===== config.mk =====
export PLATFORM = sky130hd
export DESIGN_NAME = cannon_safety_fire_controller_flat
export DESIGN_NICKNAME = d
export VERILOG_FILES = /design/src/design/csfc_pkg.sv /design/src/design/csfc_req_if.sv /design/src/design/csfc_rsp_if.sv /design/src/design/csfc_csr.sv /design/src/design/csfc_tick.sv /design/src/design/cannon_safety_fire_controller.sv /design/src/flat_wrapper.sv
export VERILOG_INCLUDE_DIRS = /design/src /design/src/design
export SDC_FILE = /design/constraint.sdc
export NUM_CORES = 1
export LEC_CHECK = 0
export BUFFER_PORTS_ARGS = -buffer_cell sky130_fd_sc_hd__buf_4
export CAP_MARGIN = 5
export CORE_AREA = 4 4 187 189
export CTS_BUF_LIST = sky130_fd_sc_hd__clkbuf_2 sky130_fd_sc_hd__clkbuf_4 sky130_fd_sc_hd__clkbuf_8
export CTS_CLUSTER_SIZE = 30
export DETAILED_ROUTE_END_ITERATION = 16
export DIE_AREA = 0 0 191 193
export GPL_ROUTABILITY_DRIVEN = 1
export HOLD_SLACK_MARGIN = 0.06
export PLACE_DENSITY_LB_ADDON = 0.2
export RECOVER_POWER = 100
export SYNTH_ARGS = -nofsm -noshare
export SYNTH_HDL_FRONTEND = slang
export SYNTH_SLANG_ARGS = --single-unit

===== constraint.sdc =====
create_clock -name clock -period 12.4 [get_ports clock]
set_input_delay 2.48 -clock clock [delete_from_list [all_inputs] [get_ports clock]]
set_output_delay 2.48 -clock clock [all_outputs]
set_load 0.02 [all_outputs]

===== src/design/cannon_safety_fire_controller_assert.svh =====
// ---------------------------------------------------------------------------
// Assertion helpers for the cannon safety and fire controller
// Same-cycle and next-cycle implication checks, clocked and reset-gated.
// ---------------------------------------------------------------------------
`ifndef CANNON_SAFETY_FIRE_CONTROLLER_ASSERT_SVH
`define CANNON_SAFETY_FIRE_CONTROLLER_ASSERT_SVH

// cons must hold in the same cycle as ante
`define CSFC_ASSERT_NOW(label, clk, rst, ante, cons, msg) \
   label: assert property (@(posedge clk) disable iff (rst) (ante) |-> (cons)) \
      else $error(msg);

// cons must hold in the cycle after ante
`define CSFC_ASSERT_NEXT(label, clk, rst, ante, cons, msg) \
   label: assert property (@(posedge clk) disable iff (rst) (ante) |=> (cons)) \
      else $error(msg);

`endif


===== src/design/csfc_pkg.sv =====
// ---------------------------------------------------------------------------
// csfc_pkg
// Types, codes and constants shared by the fire controller modules.
// ---------------------------------------------------------------------------
package csfc_pkg;

   typedef enum logic [2:0] {
      MODE_DISABLED  = 3'd0,
      MODE_ENABLED   = 3'd1,
      MODE_ADJUSTING = 3'd2,
      MODE_PRIMED    = 3'd3,
      MODE_FIRING    = 3'd4,
      MODE_OTHER     = 3'd5
   } mode_type;

   typedef enum logic [2:0] {
      LED_DISABLED = 3'd0,
      LED_ENABLED  = 3'd1,
      LED_PRIMED   = 3'd2,
      LED_OFF      = 3'd3,
      LED_ERROR    = 3'd4
   } led_type;

   // requested status codes in a command message
   localparam logic [7:0] CMD_DISABLE = 8'd1;
   localparam logic [7:0] CMD_ENABLE  = 8'd2;
   localparam logic [7:0] CMD_ADJUST  = 8'd3;
   localparam logic [7:0] CMD_PRIME   = 8'd4;
   localparam logic [7:0] CMD_FIRE    = 8'd5;

   // CSR indexes
   localparam int unsigned CSR_INDEX_W = 2;
   localparam int unsigned CSR_DATA_W  = 16;
   localparam logic [CSR_INDEX_W-1:0] CSR_KEEP_ALIVE  = 2'd0;
   localparam logic [CSR_INDEX_W-1:0] CSR_MIN_FIRE    = 2'd1;
   localparam logic [CSR_INDEX_W-1:0] CSR_FIRE_PER    = 2'd2;
   localparam logic [CSR_INDEX_W-1:0] CSR_MAX_FIRE    = 2'd3;

   // CSR reset values
   localparam logic [15:0] KEEP_ALIVE_RST = 16'd1000;
   localparam logic [9:0]  MIN_FIRE_RST   = 10'd100;
   localparam logic [6:0]  FIRE_PER_RST   = 7'd10;
   localparam logic [7:0]  MAX_FIRE_RST   = 8'd20;

   localparam logic [15:0] FIRE_DUR_RST   = 16'd100;
   localparam logic [8:0]  SEEN_NONE      = 9'd511;

   // servo mapping
   localparam logic [10:0] NEUTRAL_US       = 11'd1500;
   localparam int          SERVO_STEPS      = 64;
   localparam int          SERVO_SPAN_US    = 500;
   localparam int          SERVO_FULL_SPEED = 63;

   typedef logic [8:0] servo_tab_type [SERVO_STEPS];

   function automatic servo_tab_type build_servo_tab();
      servo_tab_type tab;
      for (int i = 0; i < SERVO_STEPS; i++) begin
         tab[i] = 9'((i * SERVO_SPAN_US) / SERVO_FULL_SPEED);
      end
      return tab;
   endfunction

   // speed * 500 / 63, truncated
   localparam servo_tab_type SERVO_TAB = build_servo_tab();

   typedef struct packed {
      logic [15:0] keep_alive_ms;
      logic [9:0]  min_fire_ms;
      logic [6:0]  fire_ms_per_unit;
      logic [7:0]  max_fire_code;
   } cfg_type;

   typedef struct packed {
      logic [31:0] now_ms;
      logic        msg_valid;
      logic        msg_ok;
      logic [7:0]  msg_status;
      logic [7:0]  msg_index;
      logic [7:0]  fire_code;
      logic [6:0]  left_code;
      logic [6:0]  right_code;
   } req_type;

   typedef struct packed {
      logic [2:0]  mode;
      logic [2:0]  led_pattern;
      logic        solenoid_open;
      logic [10:0] left_pulse_us;
      logic [10:0] right_pulse_us;
   } rsp_type;

   function automatic mode_type status_to_mode(logic [7:0] status);
      mode_type m;
      case (status)
         CMD_DISABLE: m = MODE_DISABLED;
         CMD_ENABLE:  m = MODE_ENABLED;
         CMD_ADJUST:  m = MODE_ADJUSTING;
         CMD_PRIME:   m = MODE_PRIMED;
         CMD_FIRE:    m = MODE_FIRING;
         default:     m = MODE_OTHER;
      endcase
      return m;
   endfunction

   function automatic led_type status_to_led(logic [7:0] status);
      led_type l;
      case (status)
         CMD_DISABLE: l = LED_DISABLED;
         CMD_ENABLE:  l = LED_ENABLED;
         CMD_PRIME:   l = LED_PRIMED;
         default:     l = LED_OFF;
      endcase
      return l;
   endfunction

   // bit 6 reverse, bits 5..0 speed
   function automatic logic [10:0] drive_pulse(logic [6:0] code);
      logic [8:0] step_us;
      step_us = SERVO_TAB[code[5:0]];
      if (code[6]) begin
         return NEUTRAL_US - 11'(step_us);
      end
      return NEUTRAL_US + 11'(step_us);
   endfunction

endpackage


===== src/design/csfc_req_if.sv =====
// ---------------------------------------------------------------------------
// csfc_req_if
// Tick request channel: valid/ready plus the tick and message fields.
// ---------------------------------------------------------------------------
interface csfc_req_if;
   logic        valid;
   logic        ready;
   logic [31:0] now_ms;
   logic        msg_valid;
   logic        msg_ok;
   logic [7:0]  msg_status;
   logic [7:0]  msg_index;
   logic [7:0]  fire_code;
   logic [6:0]  left_code;
   logic [6:0]  right_code;

   modport source (
      output valid, now_ms, msg_valid, msg_ok, msg_status, msg_index,
             fire_code, left_code, right_code,
      input  ready
   );

   modport sink (
      input  valid, now_ms, msg_valid, msg_ok, msg_status, msg_index,
             fire_code, left_code, right_code,
      output ready
   );
endinterface


===== src/design/csfc_rsp_if.sv =====
// ---------------------------------------------------------------------------
// csfc_rsp_if
// Result channel: valid/ready plus mode, LED, solenoid and servo widths.
// ---------------------------------------------------------------------------
interface csfc_rsp_if;
   logic        valid;
   logic        ready;
   logic [2:0]  mode;
   logic [2:0]  led_pattern;
   logic        solenoid_open;
   logic [10:0] left_pulse_us;
   logic [10:0] right_pulse_us;

   modport source (
      output valid, mode, led_pattern, solenoid_open, left_pulse_us, right_pulse_us,
      input  ready
   );

   modport sink (
      input  valid, mode, led_pattern, solenoid_open, left_pulse_us, right_pulse_us,
      output ready
   );
endinterface


===== src/design/csfc_csr.sv =====
// ---------------------------------------------------------------------------
// csfc_csr
// Configuration registers, written through a plain write port.
// ---------------------------------------------------------------------------
module csfc_csr (
   input  logic                                 clock,
   input  logic                                 reset,
   input  logic                                 csr_write_en,
   input  logic [csfc_pkg::CSR_INDEX_W-1:0]     csr_index,
   input  logic [csfc_pkg::CSR_DATA_W-1:0]      csr_wdata,
   output csfc_pkg::cfg_type                    cfg
);

   csfc_pkg::cfg_type cfg_ff;

   always_ff @(posedge clock) begin
      if (reset) begin
         cfg_ff.keep_alive_ms    <= csfc_pkg::KEEP_ALIVE_RST;
         cfg_ff.min_fire_ms      <= csfc_pkg::MIN_FIRE_RST;
         cfg_ff.fire_ms_per_unit <= csfc_pkg::FIRE_PER_RST;
         cfg_ff.max_fire_code    <= csfc_pkg::MAX_FIRE_RST;
      end else if (csr_write_en) begin
         case (csr_index)
            csfc_pkg::CSR_KEEP_ALIVE: cfg_ff.keep_alive_ms    <= csr_wdata[15:0];
            csfc_pkg::CSR_MIN_FIRE:   cfg_ff.min_fire_ms      <= csr_wdata[9:0];
            csfc_pkg::CSR_FIRE_PER:   cfg_ff.fire_ms_per_unit <= csr_wdata[6:0];
            csfc_pkg::CSR_MAX_FIRE:   cfg_ff.max_fire_code    <= csr_wdata[7:0];
            default: ;
         endcase
      end
   end

   assign cfg = cfg_ff;

endmodule


===== src/design/csfc_tick.sv =====
// ---------------------------------------------------------------------------
// csfc_tick
// Per-tick mode, watchdog, solenoid pulse and servo logic with its state.
// ---------------------------------------------------------------------------
module csfc_tick (
   input  logic                clock,
   input  logic                reset,
   input  logic                step,     // commit one tick
   input  csfc_pkg::req_type   item,
   input  csfc_pkg::cfg_type   cfg,
   output csfc_pkg::rsp_type   result
);

   csfc_pkg::mode_type cur_mode_ff, cur_mode_in;
   csfc_pkg::led_type  led_ff, led_in;
   logic [7:0]  held_index_ff, held_index_in;
   logic [8:0]  seen_index_ff, seen_index_in;
   logic [31:0] last_rx_ff, last_rx_in;
   logic [15:0] fire_dur_ff, fire_dur_in;
   logic [31:0] close_time_ff, close_time_in;
   logic        pulse_ff, pulse_in;
   logic        latch_ff, latch_in;
   logic [7:0]  held_fire_ff, held_fire_in;
   logic [6:0]  held_left_ff, held_left_in;
   logic [6:0]  held_right_ff, held_right_in;

   csfc_pkg::mode_type mode_msg, mode_live;
   logic        msg_good, msg_bad;
   logic        early_pulse, refresh;
   logic [31:0] elapsed;
   logic [14:0] prod;
   logic [15:0] dur_calc;
   logic        pulse_keep, latch_keep;

   always_comb begin
      msg_good = item.msg_valid && item.msg_ok;
      msg_bad  = item.msg_valid && !item.msg_ok;

      held_index_in = msg_good ? item.msg_index  : held_index_ff;
      held_fire_in  = msg_good ? item.fire_code  : held_fire_ff;
      held_left_in  = msg_good ? item.left_code  : held_left_ff;
      held_right_in = msg_good ? item.right_code : held_right_ff;

      if (msg_bad) begin
         mode_msg = csfc_pkg::MODE_DISABLED;
         led_in   = csfc_pkg::LED_ERROR;
      end else if (msg_good) begin
         mode_msg = csfc_pkg::status_to_mode(item.msg_status);
         led_in   = csfc_pkg::status_to_led(item.msg_status);
      end else begin
         mode_msg = cur_mode_ff;
         led_in   = led_ff;
      end

      // watchdog and shot-in-progress override, skipped while disabled
      early_pulse   = pulse_ff && (item.now_ms < close_time_ff);
      refresh       = (mode_msg != csfc_pkg::MODE_DISABLED) &&
                      ({1'b0, held_index_in} != seen_index_ff);
      seen_index_in = refresh ? {1'b0, held_index_in} : seen_index_ff;
      last_rx_in    = refresh ? item.now_ms : last_rx_ff;
      elapsed       = item.now_ms - last_rx_in;

      mode_live = mode_msg;
      if (mode_msg != csfc_pkg::MODE_DISABLED) begin
         if (early_pulse) begin
            mode_live = csfc_pkg::MODE_ADJUSTING;
         end
         if (elapsed > {16'd0, cfg.keep_alive_ms}) begin
            mode_live = csfc_pkg::MODE_DISABLED;
         end
      end

      // open time = base + code * per-unit; never exceeds 16 bits
      prod        = 15'(held_fire_in) * 15'(cfg.fire_ms_per_unit);
      dur_calc    = 16'(cfg.min_fire_ms) + 16'(prod);
      fire_dur_in = (held_fire_in <= cfg.max_fire_code) ? dur_calc : fire_dur_ff;

      if (mode_live != csfc_pkg::MODE_FIRING && mode_live != csfc_pkg::MODE_ADJUSTING) begin
         pulse_keep = 1'b0;
         latch_keep = 1'b0;
      end else begin
         pulse_keep = early_pulse;
         latch_keep = latch_ff;
      end

      cur_mode_in   = mode_live;
      close_time_in = close_time_ff;
      pulse_in      = pulse_keep;
      latch_in      = latch_keep;
      // one shot per firing request
      if (mode_live == csfc_pkg::MODE_FIRING && !latch_keep) begin
         cur_mode_in   = csfc_pkg::MODE_ADJUSTING;
         close_time_in = item.now_ms + {16'd0, fire_dur_in};
         pulse_in      = 1'b1;
         latch_in      = 1'b1;
      end

      result.mode          = cur_mode_in;
      result.led_pattern   = led_in;
      result.solenoid_open = pulse_in;
      if (mode_live == csfc_pkg::MODE_ENABLED) begin
         result.left_pulse_us  = csfc_pkg::drive_pulse(held_left_in);
         result.right_pulse_us = csfc_pkg::drive_pulse(held_right_in);
      end else begin
         result.left_pulse_us  = csfc_pkg::NEUTRAL_US;
         result.right_pulse_us = csfc_pkg::NEUTRAL_US;
      end
   end

   always_ff @(posedge clock) begin
      if (reset) begin
         cur_mode_ff   <= csfc_pkg::MODE_DISABLED;
         led_ff        <= csfc_pkg::LED_DISABLED;
         held_index_ff <= 8'd0;
         seen_index_ff <= csfc_pkg::SEEN_NONE;
         last_rx_ff    <= 32'd0;
         fire_dur_ff   <= csfc_pkg::FIRE_DUR_RST;
         close_time_ff <= 32'd0;
         pulse_ff      <= 1'b0;
         latch_ff      <= 1'b0;
         held_fire_ff  <= 8'd0;
         held_left_ff  <= 7'd0;
         held_right_ff <= 7'd0;
      end else if (step) begin
         cur_mode_ff   <= cur_mode_in;
         led_ff        <= led_in;
         held_index_ff <= held_index_in;
         seen_index_ff <= seen_index_in;
         last_rx_ff    <= last_rx_in;
         fire_dur_ff   <= fire_dur_in;
         close_time_ff <= close_time_in;
         pulse_ff      <= pulse_in;
         latch_ff      <= latch_in;
         held_fire_ff  <= held_fire_in;
         held_left_ff  <= held_left_in;
         held_right_ff <= held_right_in;
      end
   end

endmodule


===== src/design/cannon_safety_fire_controller.sv =====
// ---------------------------------------------------------------------------
// cannon_safety_fire_controller
// Safety mode, keep-alive watchdog, solenoid pulse and drive servo control.
// ---------------------------------------------------------------------------
// Usage:
//  - req_ch carries one request per update tick: the millisecond time and,
//    when msg_valid is set, a decoded command message (msg_ok flags a clean
//    decode). rsp_ch returns exactly one result per request, in order.
//  - csr_write_en/csr_index/csr_wdata write the four setup registers
//    (keep-alive, base fire time, fire time per unit, max fire code).
//    Write only while no request is in flight.
//  - A request is held in the input register at the accepting edge and its
//    result is written to the result register when that register is free;
//    rsp_ch.valid comes from the result register. Throughput: one request
//    per cycle while rsp_ch is not stalled; the tick state loop (mode,
//    watchdog, pulse timer) is computed combinationally from its state.
//  - A stalled rsp_ch holds its result; one more request may sit in the
//    input register behind it, after which req_ch.ready drops.
//  - Reset (synchronous, active high) empties both registers and returns
//    to disabled mode, disabled LED, solenoid closed, no index seen, setup
//    registers at their defaults.
// ---------------------------------------------------------------------------
`include "cannon_safety_fire_controller_assert.svh"

module cannon_safety_fire_controller (
   input  logic                                clock,
   input  logic                                reset,
   csfc_req_if.sink                            req_ch,
   csfc_rsp_if.source                          rsp_ch,
   input  logic                                csr_write_en,
   input  logic [csfc_pkg::CSR_INDEX_W-1:0]    csr_index,
   input  logic [csfc_pkg::CSR_DATA_W-1:0]     csr_wdata
);

   csfc_pkg::cfg_type cfg;
   csfc_pkg::req_type req_item;
   csfc_pkg::req_type s1_item_ff;
   csfc_pkg::rsp_type tick_result;
   csfc_pkg::rsp_type out_item_ff;

   logic s1_valid_ff, s1_valid_in;
   logic out_valid_ff, out_valid_in;
   logic out_free;     // result register can take a new result
   logic step;         // request moves from input register to result register
   logic req_fire;

   csfc_csr u_csr (
      .clock        (clock),
      .reset        (reset),
      .csr_write_en (csr_write_en),
      .csr_index    (csr_index),
      .csr_wdata    (csr_wdata),
      .cfg          (cfg)
   );

   assign req_item.now_ms     = req_ch.now_ms;
   assign req_item.msg_valid  = req_ch.msg_valid;
   assign req_item.msg_ok     = req_ch.msg_ok;
   assign req_item.msg_status = req_ch.msg_status;
   assign req_item.msg_index  = req_ch.msg_index;
   assign req_item.fire_code  = req_ch.fire_code;
   assign req_item.left_code  = req_ch.left_code;
   assign req_item.right_code = req_ch.right_code;

   // handshake: input register drains whenever the result register frees up
   assign out_free     = !out_valid_ff || rsp_ch.ready;
   assign step         = s1_valid_ff && out_free;
   assign req_ch.ready = !s1_valid_ff || out_free;
   assign req_fire     = req_ch.valid && req_ch.ready;

   assign s1_valid_in  = req_fire ? 1'b1 : (step ? 1'b0 : s1_valid_ff);
   assign out_valid_in = step ? 1'b1 : (rsp_ch.ready ? 1'b0 : out_valid_ff);

   always_ff @(posedge clock) begin
      if (reset) begin
         s1_valid_ff  <= 1'b0;
         out_valid_ff <= 1'b0;
      end else begin
         s1_valid_ff  <= s1_valid_in;
         out_valid_ff <= out_valid_in;
      end
   end

   // payload registers, no reset needed
   always_ff @(posedge clock) begin
      if (req_fire) begin
         s1_item_ff <= req_item;
      end
      if (step) begin
         out_item_ff <= tick_result;
      end
   end

   // all tick state lives here and advances only on step
   csfc_tick u_tick (
      .clock  (clock),
      .reset  (reset),
      .step   (step),
      .item   (s1_item_ff),
      .cfg    (cfg),
      .result (tick_result)
   );

   assign rsp_ch.valid          = out_valid_ff;
   assign rsp_ch.mode           = out_item_ff.mode;
   assign rsp_ch.led_pattern    = out_item_ff.led_pattern;
   assign rsp_ch.solenoid_open  = out_item_ff.solenoid_open;
   assign rsp_ch.left_pulse_us  = out_item_ff.left_pulse_us;
   assign rsp_ch.right_pulse_us = out_item_ff.right_pulse_us;

   // a committed tick shows up as a result in the next cycle
   `CSFC_ASSERT_NEXT(a_step_gives_rsp, clock, reset, step, rsp_ch.valid, "tick result lost")
   // a request accepted over a full input register must push the old one on
   `CSFC_ASSERT_NOW(a_no_overwrite, clock, reset, req_fire && s1_valid_ff, step, "input register overwritten")
   // solenoid only open during a shot
   `CSFC_ASSERT_NOW(a_sol_mode, clock, reset, rsp_ch.valid && rsp_ch.solenoid_open, (rsp_ch.mode == csfc_pkg::MODE_ADJUSTING) || (rsp_ch.mode == csfc_pkg::MODE_FIRING), "solenoid open outside a shot")
   // drives stay neutral unless enabled
   `CSFC_ASSERT_NOW(a_neutral, clock, reset, rsp_ch.valid && (rsp_ch.mode != csfc_pkg::MODE_ENABLED), (rsp_ch.left_pulse_us == csfc_pkg::NEUTRAL_US) && (rsp_ch.right_pulse_us == csfc_pkg::NEUTRAL_US), "drive not neutral")

endmodule

===== src/flat_wrapper.sv =====
// flat-port wrapper written by rule: the top's interface ports become plain ports
module cannon_safety_fire_controller_flat 
  (clock, reset, csr_write_en, csr_index, csr_wdata, req_ch_valid, req_ch_now_ms, req_ch_msg_valid, req_ch_msg_ok, req_ch_msg_status, req_ch_msg_index, req_ch_fire_code, req_ch_left_code, req_ch_right_code, req_ch_ready, rsp_ch_valid, rsp_ch_mode, rsp_ch_led_pattern, rsp_ch_solenoid_open, rsp_ch_left_pulse_us, rsp_ch_right_pulse_us, rsp_ch_ready);
  csfc_req_if req_ch_i ();
  csfc_rsp_if rsp_ch_i ();
  input  logic clock;
  input  logic reset;
  input  logic csr_write_en;
  input  logic [csfc_pkg::CSR_INDEX_W-1:0] csr_index;
  input  logic [csfc_pkg::CSR_DATA_W-1:0] csr_wdata;
  input wire logic [$bits(req_ch_i.valid)-1:0] req_ch_valid;
  input wire logic [$bits(req_ch_i.now_ms)-1:0] req_ch_now_ms;
  input wire logic [$bits(req_ch_i.msg_valid)-1:0] req_ch_msg_valid;
  input wire logic [$bits(req_ch_i.msg_ok)-1:0] req_ch_msg_ok;
  input wire logic [$bits(req_ch_i.msg_status)-1:0] req_ch_msg_status;
  input wire logic [$bits(req_ch_i.msg_index)-1:0] req_ch_msg_index;
  input wire logic [$bits(req_ch_i.fire_code)-1:0] req_ch_fire_code;
  input wire logic [$bits(req_ch_i.left_code)-1:0] req_ch_left_code;
  input wire logic [$bits(req_ch_i.right_code)-1:0] req_ch_right_code;
  output wire logic [$bits(req_ch_i.ready)-1:0] req_ch_ready;
  output wire logic [$bits(rsp_ch_i.valid)-1:0] rsp_ch_valid;
  output wire logic [$bits(rsp_ch_i.mode)-1:0] rsp_ch_mode;
  output wire logic [$bits(rsp_ch_i.led_pattern)-1:0] rsp_ch_led_pattern;
  output wire logic [$bits(rsp_ch_i.solenoid_open)-1:0] rsp_ch_solenoid_open;
  output wire logic [$bits(rsp_ch_i.left_pulse_us)-1:0] rsp_ch_left_pulse_us;
  output wire logic [$bits(rsp_ch_i.right_pulse_us)-1:0] rsp_ch_right_pulse_us;
  input wire logic [$bits(rsp_ch_i.ready)-1:0] rsp_ch_ready;
  assign req_ch_i.valid = req_ch_valid;
  assign req_ch_i.now_ms = req_ch_now_ms;
  assign req_ch_i.msg_valid = req_ch_msg_valid;
  assign req_ch_i.msg_ok = req_ch_msg_ok;
  assign req_ch_i.msg_status = req_ch_msg_status;
  assign req_ch_i.msg_index = req_ch_msg_index;
  assign req_ch_i.fire_code = req_ch_fire_code;
  assign req_ch_i.left_code = req_ch_left_code;
  assign req_ch_i.right_code = req_ch_right_code;
  assign req_ch_ready = req_ch_i.ready;
  assign rsp_ch_valid = rsp_ch_i.valid;
  assign rsp_ch_mode = rsp_ch_i.mode;
  assign rsp_ch_led_pattern = rsp_ch_i.led_pattern;
  assign rsp_ch_solenoid_open = rsp_ch_i.solenoid_open;
  assign rsp_ch_left_pulse_us = rsp_ch_i.left_pulse_us;
  assign rsp_ch_right_pulse_us = rsp_ch_i.right_pulse_us;
  assign rsp_ch_i.ready = rsp_ch_ready;
  cannon_safety_fire_controller u_core (.clock(clock), .reset(reset), .req_ch(req_ch_i), .rsp_ch(rsp_ch_i), .csr_write_en(csr_write_en), .csr_index(csr_index), .csr_wdata(csr_wdata));
endmodule

==> results.cfg, run 1 <==
[logic_synthesis]
yosysSeqAreaShare_pct = 35.58
yosysTopAreaCellShare_pct = 18.81
yosys.area_share.xor_xnor_pct = 4.261
synthArstFlopShare_pct = 0
synth_adder_area_share_pct = 15.47
netlist_area_sq_um = 18090
synth_fp_nets = 2349
yosys_warnings = 0
yosysMostFrequentCell = nand2_1
synthTopCellsByArea = dfxtp_1 (19%), edfxtp_1 (17%), ha_1 (11%)
synth.mux.area_fraction_pct = 5.167
synth_edf_count = 101
synthFlopType = dfxtp_1
synthTopCellsByCount = nand2_1 (300), a21oi_1 (184), dfxtp_1 (170)
synth_compound_area_share_pct = 15.55
yosysUniqueCellTypes = 85
synth_simple_gate_area_share_pct = 19.01
synth_area_leader_cell = dfxtp_1
synth-seq-cells = 271
avgSynthCellArea_sq_um = 8.802
synth_top_family_by_area = simple AND/OR/NAND/NOR gates
syn-instance-count = 2055

[grt]
antenna_found_initial = 0
use_met2_pct = 39.76
overflow = 0
grtUsageMet3_pct = 3.853
grt_use_total_pct = 23.99
grt_pass1_wl_microns = 72470
grt_busiest_layer = met2
use_met1_pct = 32.24
grt_pass1_vias = 14664
grt_max_degree = 93

[timing]
hold_viol_final = 0
layout_min_cycle_time_ns = 10.28
finalCritPeriodShare_pct = 82.86
setup_viol = 0
worst_slew_pin_slew_ns = 5.005
rsz0062_at_grt = no
fin_worst_skew_ns = 0.05171
tns_ns = 0
slew_violations = 359
max_freq_mhz = 97.32
fin_ws_ns = 2.125
relSlewSlack_pct = -233.9

[finish]
nNetsFinal = 2454
area_delta_synth_final_pct = 11.65
drive_above_1_share_pct = 10.06
num-fill-cells = 2986
diodes = 0

[clock_network]
ctsHoldBuffers = 0
root_buffer = clkbuf_8
cts_setup_buffers = 0
clkSinkCount = 271
cts.path.max_buffers = 3
cts.htree.levels = 2
cts_tree = done
clk_latency_ns = 0.65
clk_pin_slew_ns = 0.06
ctsResizeCount = 0
cts_buffers = 46

[floorplan]
die_w_microns = 191
initial_core_util_pct = 54.35
core_area_sq_um = 33280
dieHeight_microns = 193
fp-row-count = 67
io_pins = 126
die_area_sq_um = 36860

[drt]
routedWlPerCell_microns = 16.93
wl_microns = 44790
dr_total_vias = 14839
vias_per_cell = 5.610
drt.antenna.violating_nets = 0
dr.pass1.iters = 5
drt_iter0_markers = 886
drcViolationCount = 0

[status]
failed_checks = max-capacitance violations, max-slew violations
status = finished, violations left

[setup_path]
crit_path_end_kind = flip-flop
cp_max_fo = 33
critical_path_required_ns = 12.75
path_common_cell = fa_1
slowest_delay_ns = 1.89
crit_arrival_ns = 10.62
reg2reg_slack_ns = 2.12
cp-startpoint = u_core.s1_item_ff[39]
reg2reg_from = u_core.s1_item_ff[39]
slowest_stage = and2_0
cp-start-kind = flip-flop
crit_type = flip-flop to flip-flop

[worst_hold_path]
worstHoldStart = u_core.u_tick.fire_dur_ff[9]
hold_class = flip-flop to flip-flop

[place]
routabilityCongestion = 0.9157
hpwl_microns = 32530
portBuffers = 125
pre_cts_ws_ns = 3.543

[pwr]
ir_drop_mv = 0.09445
p_leak_uw = 0.008296
p_per_area_nw_per_um2 = 125.5

[job]
cap_violations = 6
## routing by layer
metal  vias to the layer above  part of all wire [%]
met2                       402                    46
met4                         0                   2.9
li1                       7370                     -
met3                        81                   5.4
met1                      6986                    46
met5                         -                     0
## power by group
part / switching (uW) / total, uW / leakage, uW / internal [uW]
combinational: 403 / 676 / 0.00545 / 273
clock: 378 / 862 / 0.000532 / 483
sequential: 32.9 / 997 / 0.00231 / 964
## critical path, delay by kind of cell (launching register included)
family | cells | cell delay [ns]
simple gates | 5 | 2.83
buf+inv | 3 | 0.19
compound gates | 8 | 2.08
xor+xnor | 2 | 0.28
flops | 1 | 0.69
mux | 3 | 1.21
fa+ha+maj | 6 | 2.68
## stage by stage
step	utilization, %	power [uW]	hold WS [ns]	std cells	area [sq um]
2_1_floorplan	-	1504	0.4309	2055	18090
4_1_cts	61.17	2553	0.4520	2645	20360
3_5_place_dp	58.16	1681	0.4441	2560	19360
3_3_place_gp	58.16	1667	0.4394	2560	19360
5_1_grt	60.68	2683	0.4720	2645	20200
6_report	60.68	2535	0.4493	2645	20200
## cells in the final DEF (no fill, tap or decap), drive strengths merged, types with 34 or more instances in the layout
master  synthesis  routed
edfxtp        101     101
dfxtp         170     170
xnor2          48      48
nand3          34      34
a21oi         185     185
mux2i          81      81
nor2b          42      42
nor3           55      55
o21ai          68      68
ha            158     158
inv           148     148
fa             41      41
nor2          170     170
xor2           40      40
clkbuf         66     183
a21o           42      42
nand2         300     300
## cell families (layout without fill, tap and decap cells)
group | after synthesis | count (layout)
XOR/XNOR | 88 | 88
adder cells (fa/ha/maj) | 199 | 199
flip-flops | 271 | 271
AO/OA/AOI/OAI | 439 | 439
multiplexers | 92 | 92
buffers and inverters | 228 | 370
AND/OR/NAND/NOR | 738 | 738
## flip-flops by register name, summed over array words and instances (netlist names), 3 cells and up
register	flops
u_core.u_tick.held_fire_ff	8
u_core.rsp_ch.right_pulse_us	11
u_core.u_tick.close_time_ff	32
u_core.s1_item_ff	72
u_core.u_tick.held_index_ff	8
u_core.u_tick.held_right_ff	7
u_core.rsp_ch.led_pattern	3
u_core.u_tick.seen_index_ff	9
u_core.rsp_ch.left_pulse_us	11
u_core.u_tick.held_left_ff	7
u_core.u_tick.fire_dur_ff	16
u_core.u_tick.cur_mode_ff	3
u_core.u_csr.cfg	41
u_core.rsp_ch.mode	3
u_core.u_tick.led_ff	3
u_core.u_tick.last_rx_ff	32
## worst paths after layout
kind                                     end  cells past startpoint
max          u_core.u_tick.close_time_ff[23]                     27
min reg2reg     u_core.u_tick.fire_dur_ff[9]                      2
max reg2reg  u_core.u_tick.close_time_ff[23]                     27
min             u_core.u_tick.fire_dur_ff[9]                      2
## layout make-up
cell class	instances	area, sq um	area share, %
sequential	271	6436	31.87
timing repair buffer	137	872.1	4.318
clock inverter	12	101.3	0.5018
multi-input combinational	1556	10770	53.33
inverter	148	556.8	2.757
clock buffer	73	898.4	4.448
tap	448	560.5	2.776
No activity file was read; power rests on OpenSTA's default activity.
==> inputs of run 2 (changes only) <==
--- a/config.mk
+++ b/config.mk
@@ -6,13 +6,14 @@
 export SDC_FILE = /design/constraint.sdc
 export NUM_CORES = 1
 export LEC_CHECK = 0
+export ABC_AREA = 1
 export BUFFER_PORTS_ARGS = -buffer_cell sky130_fd_sc_hd__buf_4
 export CAP_MARGIN = 5
-export CORE_AREA = 4 4 187 189
+export CORE_AREA = 4 4 184 186
 export CTS_BUF_LIST = sky130_fd_sc_hd__clkbuf_2 sky130_fd_sc_hd__clkbuf_4 sky130_fd_sc_hd__clkbuf_8
 export CTS_CLUSTER_SIZE = 30
 export DETAILED_ROUTE_END_ITERATION = 16
-export DIE_AREA = 0 0 191 193
+export DIE_AREA = 0 0 188 190
 export GPL_ROUTABILITY_DRIVEN = 1
 export HOLD_SLACK_MARGIN = 0.06
 export PLACE_DENSITY_LB_ADDON = 0.2
==> constraint.sdc (replaced) <==
create_clock -name clock -period 9.51 [get_ports clock]
set_input_delay 1.902 -clock clock [delete_from_list [all_inputs] [get_ports clock]]
set_output_delay 1.902 -clock clock [all_outputs]
set_load 0.02 [all_outputs]
==> run 2 against run 1 <==
The flow still finishes with violations (max-capacitance violations, max-slew violations). Synthesized cell count increased by 11%. Cell count up 8.8%. Die area down 3.1%. Clock skew decreased by 0.0066 ns. Hold slack gained 0.0019 ns. Register-to-register slack lost 1.4 ns. Non-clock buffer count did not move. Design area down 2.3%. Clock power increased by 32%. Largest cell class unchanged. Highest routed layer unchanged.
==> results.cfg, run 2 <==
[status]
status = finished, violations left
failed_checks = max-capacitance violations, max-slew violations

[logic_synthesis]
synthFlopType = dfxtp_1
yosysSeqAreaShare_pct = 36.58
yosys_warnings = 0
synth_area_leader_cell = dfxtp_1
yosysUniqueCellTypes = 55
synthArstFlopShare_pct = 0
avgSynthCellArea_sq_um = 7.738
synth_edf_count = 101
synth-seq-cells = 271
syn-instance-count = 2274
synthTopCellsByArea = dfxtp_1 (19%), edfxtp_1 (17%), ha_1 (11%)
synth_fp_nets = 2568
yosysTopAreaCellShare_pct = 19.34
synthTopCellsByCount = nand2_1 (426), inv_1 (320), nor2_1 (245)
netlist_area_sq_um = 17600
yosysMostFrequentCell = nand2_1

[grt]
overflow = 0
grt_use_total_pct = 24.87
antenna_found_initial = 0
grt_pass1_wl_microns = 73340
grt_pass1_vias = 14819
grt_max_degree = 110

[drt]
drcViolationCount = 0
wl_microns = 44910
routedWlPerCell_microns = 15.61
dr_total_vias = 15215
dr_wl_met2_microns = 20570
topRoutingLayerUsed = met4
wl_met1_microns = 20370
dr.pass1.iters = 5
wl_met3_microns = 2439
drt_iter0_markers = 839
drt.antenna.violating_nets = 0
vias_per_cell = 5.288

[timing]
relSlewSlack_pct = -217.4
max_freq_mhz = 114.4
hold_viol_final = 0
finalCritPeriodShare_pct = 91.90
layout_min_cycle_time_ns = 8.740
tns_ns = 0
slew_violations = 407
worst_slew_pin_slew_ns = 4.761
setup_viol = 0
fin_ws_ns = 0.7703
fin_worst_skew_ns = 0.04516
rsz0062_at_grt = no

[clock_network]
clk_latency_ns = 0.61
cts_setup_buffers = 0
clkSinkCount = 271
cts_buffers = 48
cts.path.max_buffers = 3
ctsHoldBuffers = 0
root_buffer = clkbuf_8
clk_pin_slew_ns = 0.05
cts.htree.levels = 2
cts_tree = done
ctsResizeCount = 0

[pwr]
p_per_area_nw_per_um2 = 181.1
ir_drop_mv = 0.1217
p_leak_uw = 0.009224

[finish]
layout_commonest_cell = nand2_1
regMostFlops = u_core.s1_item_ff
nNetsFinal = 2690
diodes = 0
final_cell_mix = nand2_1 (428), inv_1 (320), nor2_1 (244)
largest_reg_flops = 72
drive_above_1_share_pct = 9.815
area_delta_synth_final_pct = 12.09

[floorplan]
initial_core_util_pct = 54.50
io_pins = 126
dieHeight_microns = 190
fp-row-count = 66
core_area_sq_um = 32290
die_w_microns = 188
die_area_sq_um = 35720

[place]
routabilityCongestion = 0.9079
pre_cts_ws_ns = 0.8952
hpwl_microns = 33770
portBuffers = 125

[setup_path]
slowest_stage = fa_1
cp_max_fo = 37
critical_path_required_ns = 9.96
crit_type = flip-flop to flip-flop
crit_arrival_ns = 9.19
cp-start-kind = flip-flop
slowest_delay_ns = 0.56
crit_path_end_kind = flip-flop
path_common_cell = nand2_1

[job]
cap_violations = 6

[worst_hold_path]
hold_class = flip-flop to flip-flop
[run 2: cell count changes in the layout (fill, tap and decap cells not counted), sizes merged, moves of 31 or more]
cell,before,now
a21o,42,6
inv,148,326
mux2i,81,2
nand2,300,433
nand3,34,81
nor2,170,245
nor2b,42,0
nor3,55,24
o21ai,68,227
[run 2: cells by family after synthesis]
kind of cell    after synthesis  share of synthesized area [%]
simple gates                852                          20.35
compound gates              498                          15.37
buf+inv                     393                          8.739
flops                       271                          36.58
fa+ha+maj                   199                          15.90
xor+xnor                     58                          2.887
mux                           3                         0.1778
[run 2: worst max-delay path, delay by kind of cell (launching register included)]
| kind | cells | cell delay [ns] |
|---|---|---|
| flip-flops | 1 | 0.51 |
| AO/OA/AOI/OAI | 9 | 1.87 |
| adder cells (fa/ha/maj) | 6 | 2.79 |
| XOR/XNOR | 1 | 0.15 |
| AND/OR/NAND/NOR | 18 | 2.55 |
| buffers and inverters | 5 | 0.70 |
[run 2: worst paths after layout]
check	to	startpoint	slack, ns	cells after the start
setup / recovery	u_core.u_tick.close_time_ff[30]	u_core.s1_item_ff[39]	0.77	39
hold / removal	u_core.u_tick.last_rx_ff[18]	u_core.u_tick.last_rx_ff[18]	0.45	2
setup reg to reg	u_core.u_tick.close_time_ff[30]	u_core.s1_item_ff[39]	0.77	39
hold reg to reg	u_core.u_tick.last_rx_ff[18]	u_core.u_tick.last_rx_ff[18]	0.45	2
[run 2: report_power, final]
part	total [uW]	leakage [uW]	switching [uW]	internal, uW
clock network	1140	0.000554	487	652
logic	1130	0.00636	709	416
registers	1310	0.00231	38.3	1270
total	3570	0.00922	1230	2340
[run 2: area by class of cell]
class / count / area, sq um
Clock buffer: 81 / 983.4
Timing Repair Buffer: 137 / 867.1
Sequential cell: 271 / 6436
Clock inverter: 8 / 50.05
Inverter: 328 / 1235
Fill cell: 2983 / 12570
Multi-Input combinational cell: 1610 / 9598
Tap cell: 442 / 553.0
[run 2: metrics by stage]
| stage | hold slack (ns) | instances | power [uW] | utilization, % | cell area [sq um] |
|---|---|---|---|---|---|
| floorplan | 0.4297 | 2274 | 2153 | - | 17600 |
| global placement | 0.4398 | 2788 | 2423 | 58.47 | 18880 |
| detailed placement | 0.4463 | 2788 | 2444 | 58.47 | 18880 |
| CTS | 0.4549 | 2877 | 3604 | 61.68 | 19910 |
| global route | 0.4674 | 2877 | 3820 | 61.08 | 19720 |
| finish | 0.4512 | 2877 | 3572 | 61.08 | 19720 |
[run 2: metal layers]
layer / global-route usage [%] / vias to the layer above
met3: 3.780 / 97
met4: 8.244 / 0
met1: 33.04 / 6993
met2: 41.86 / 392
met5: 0 / -
li1: - / 7733
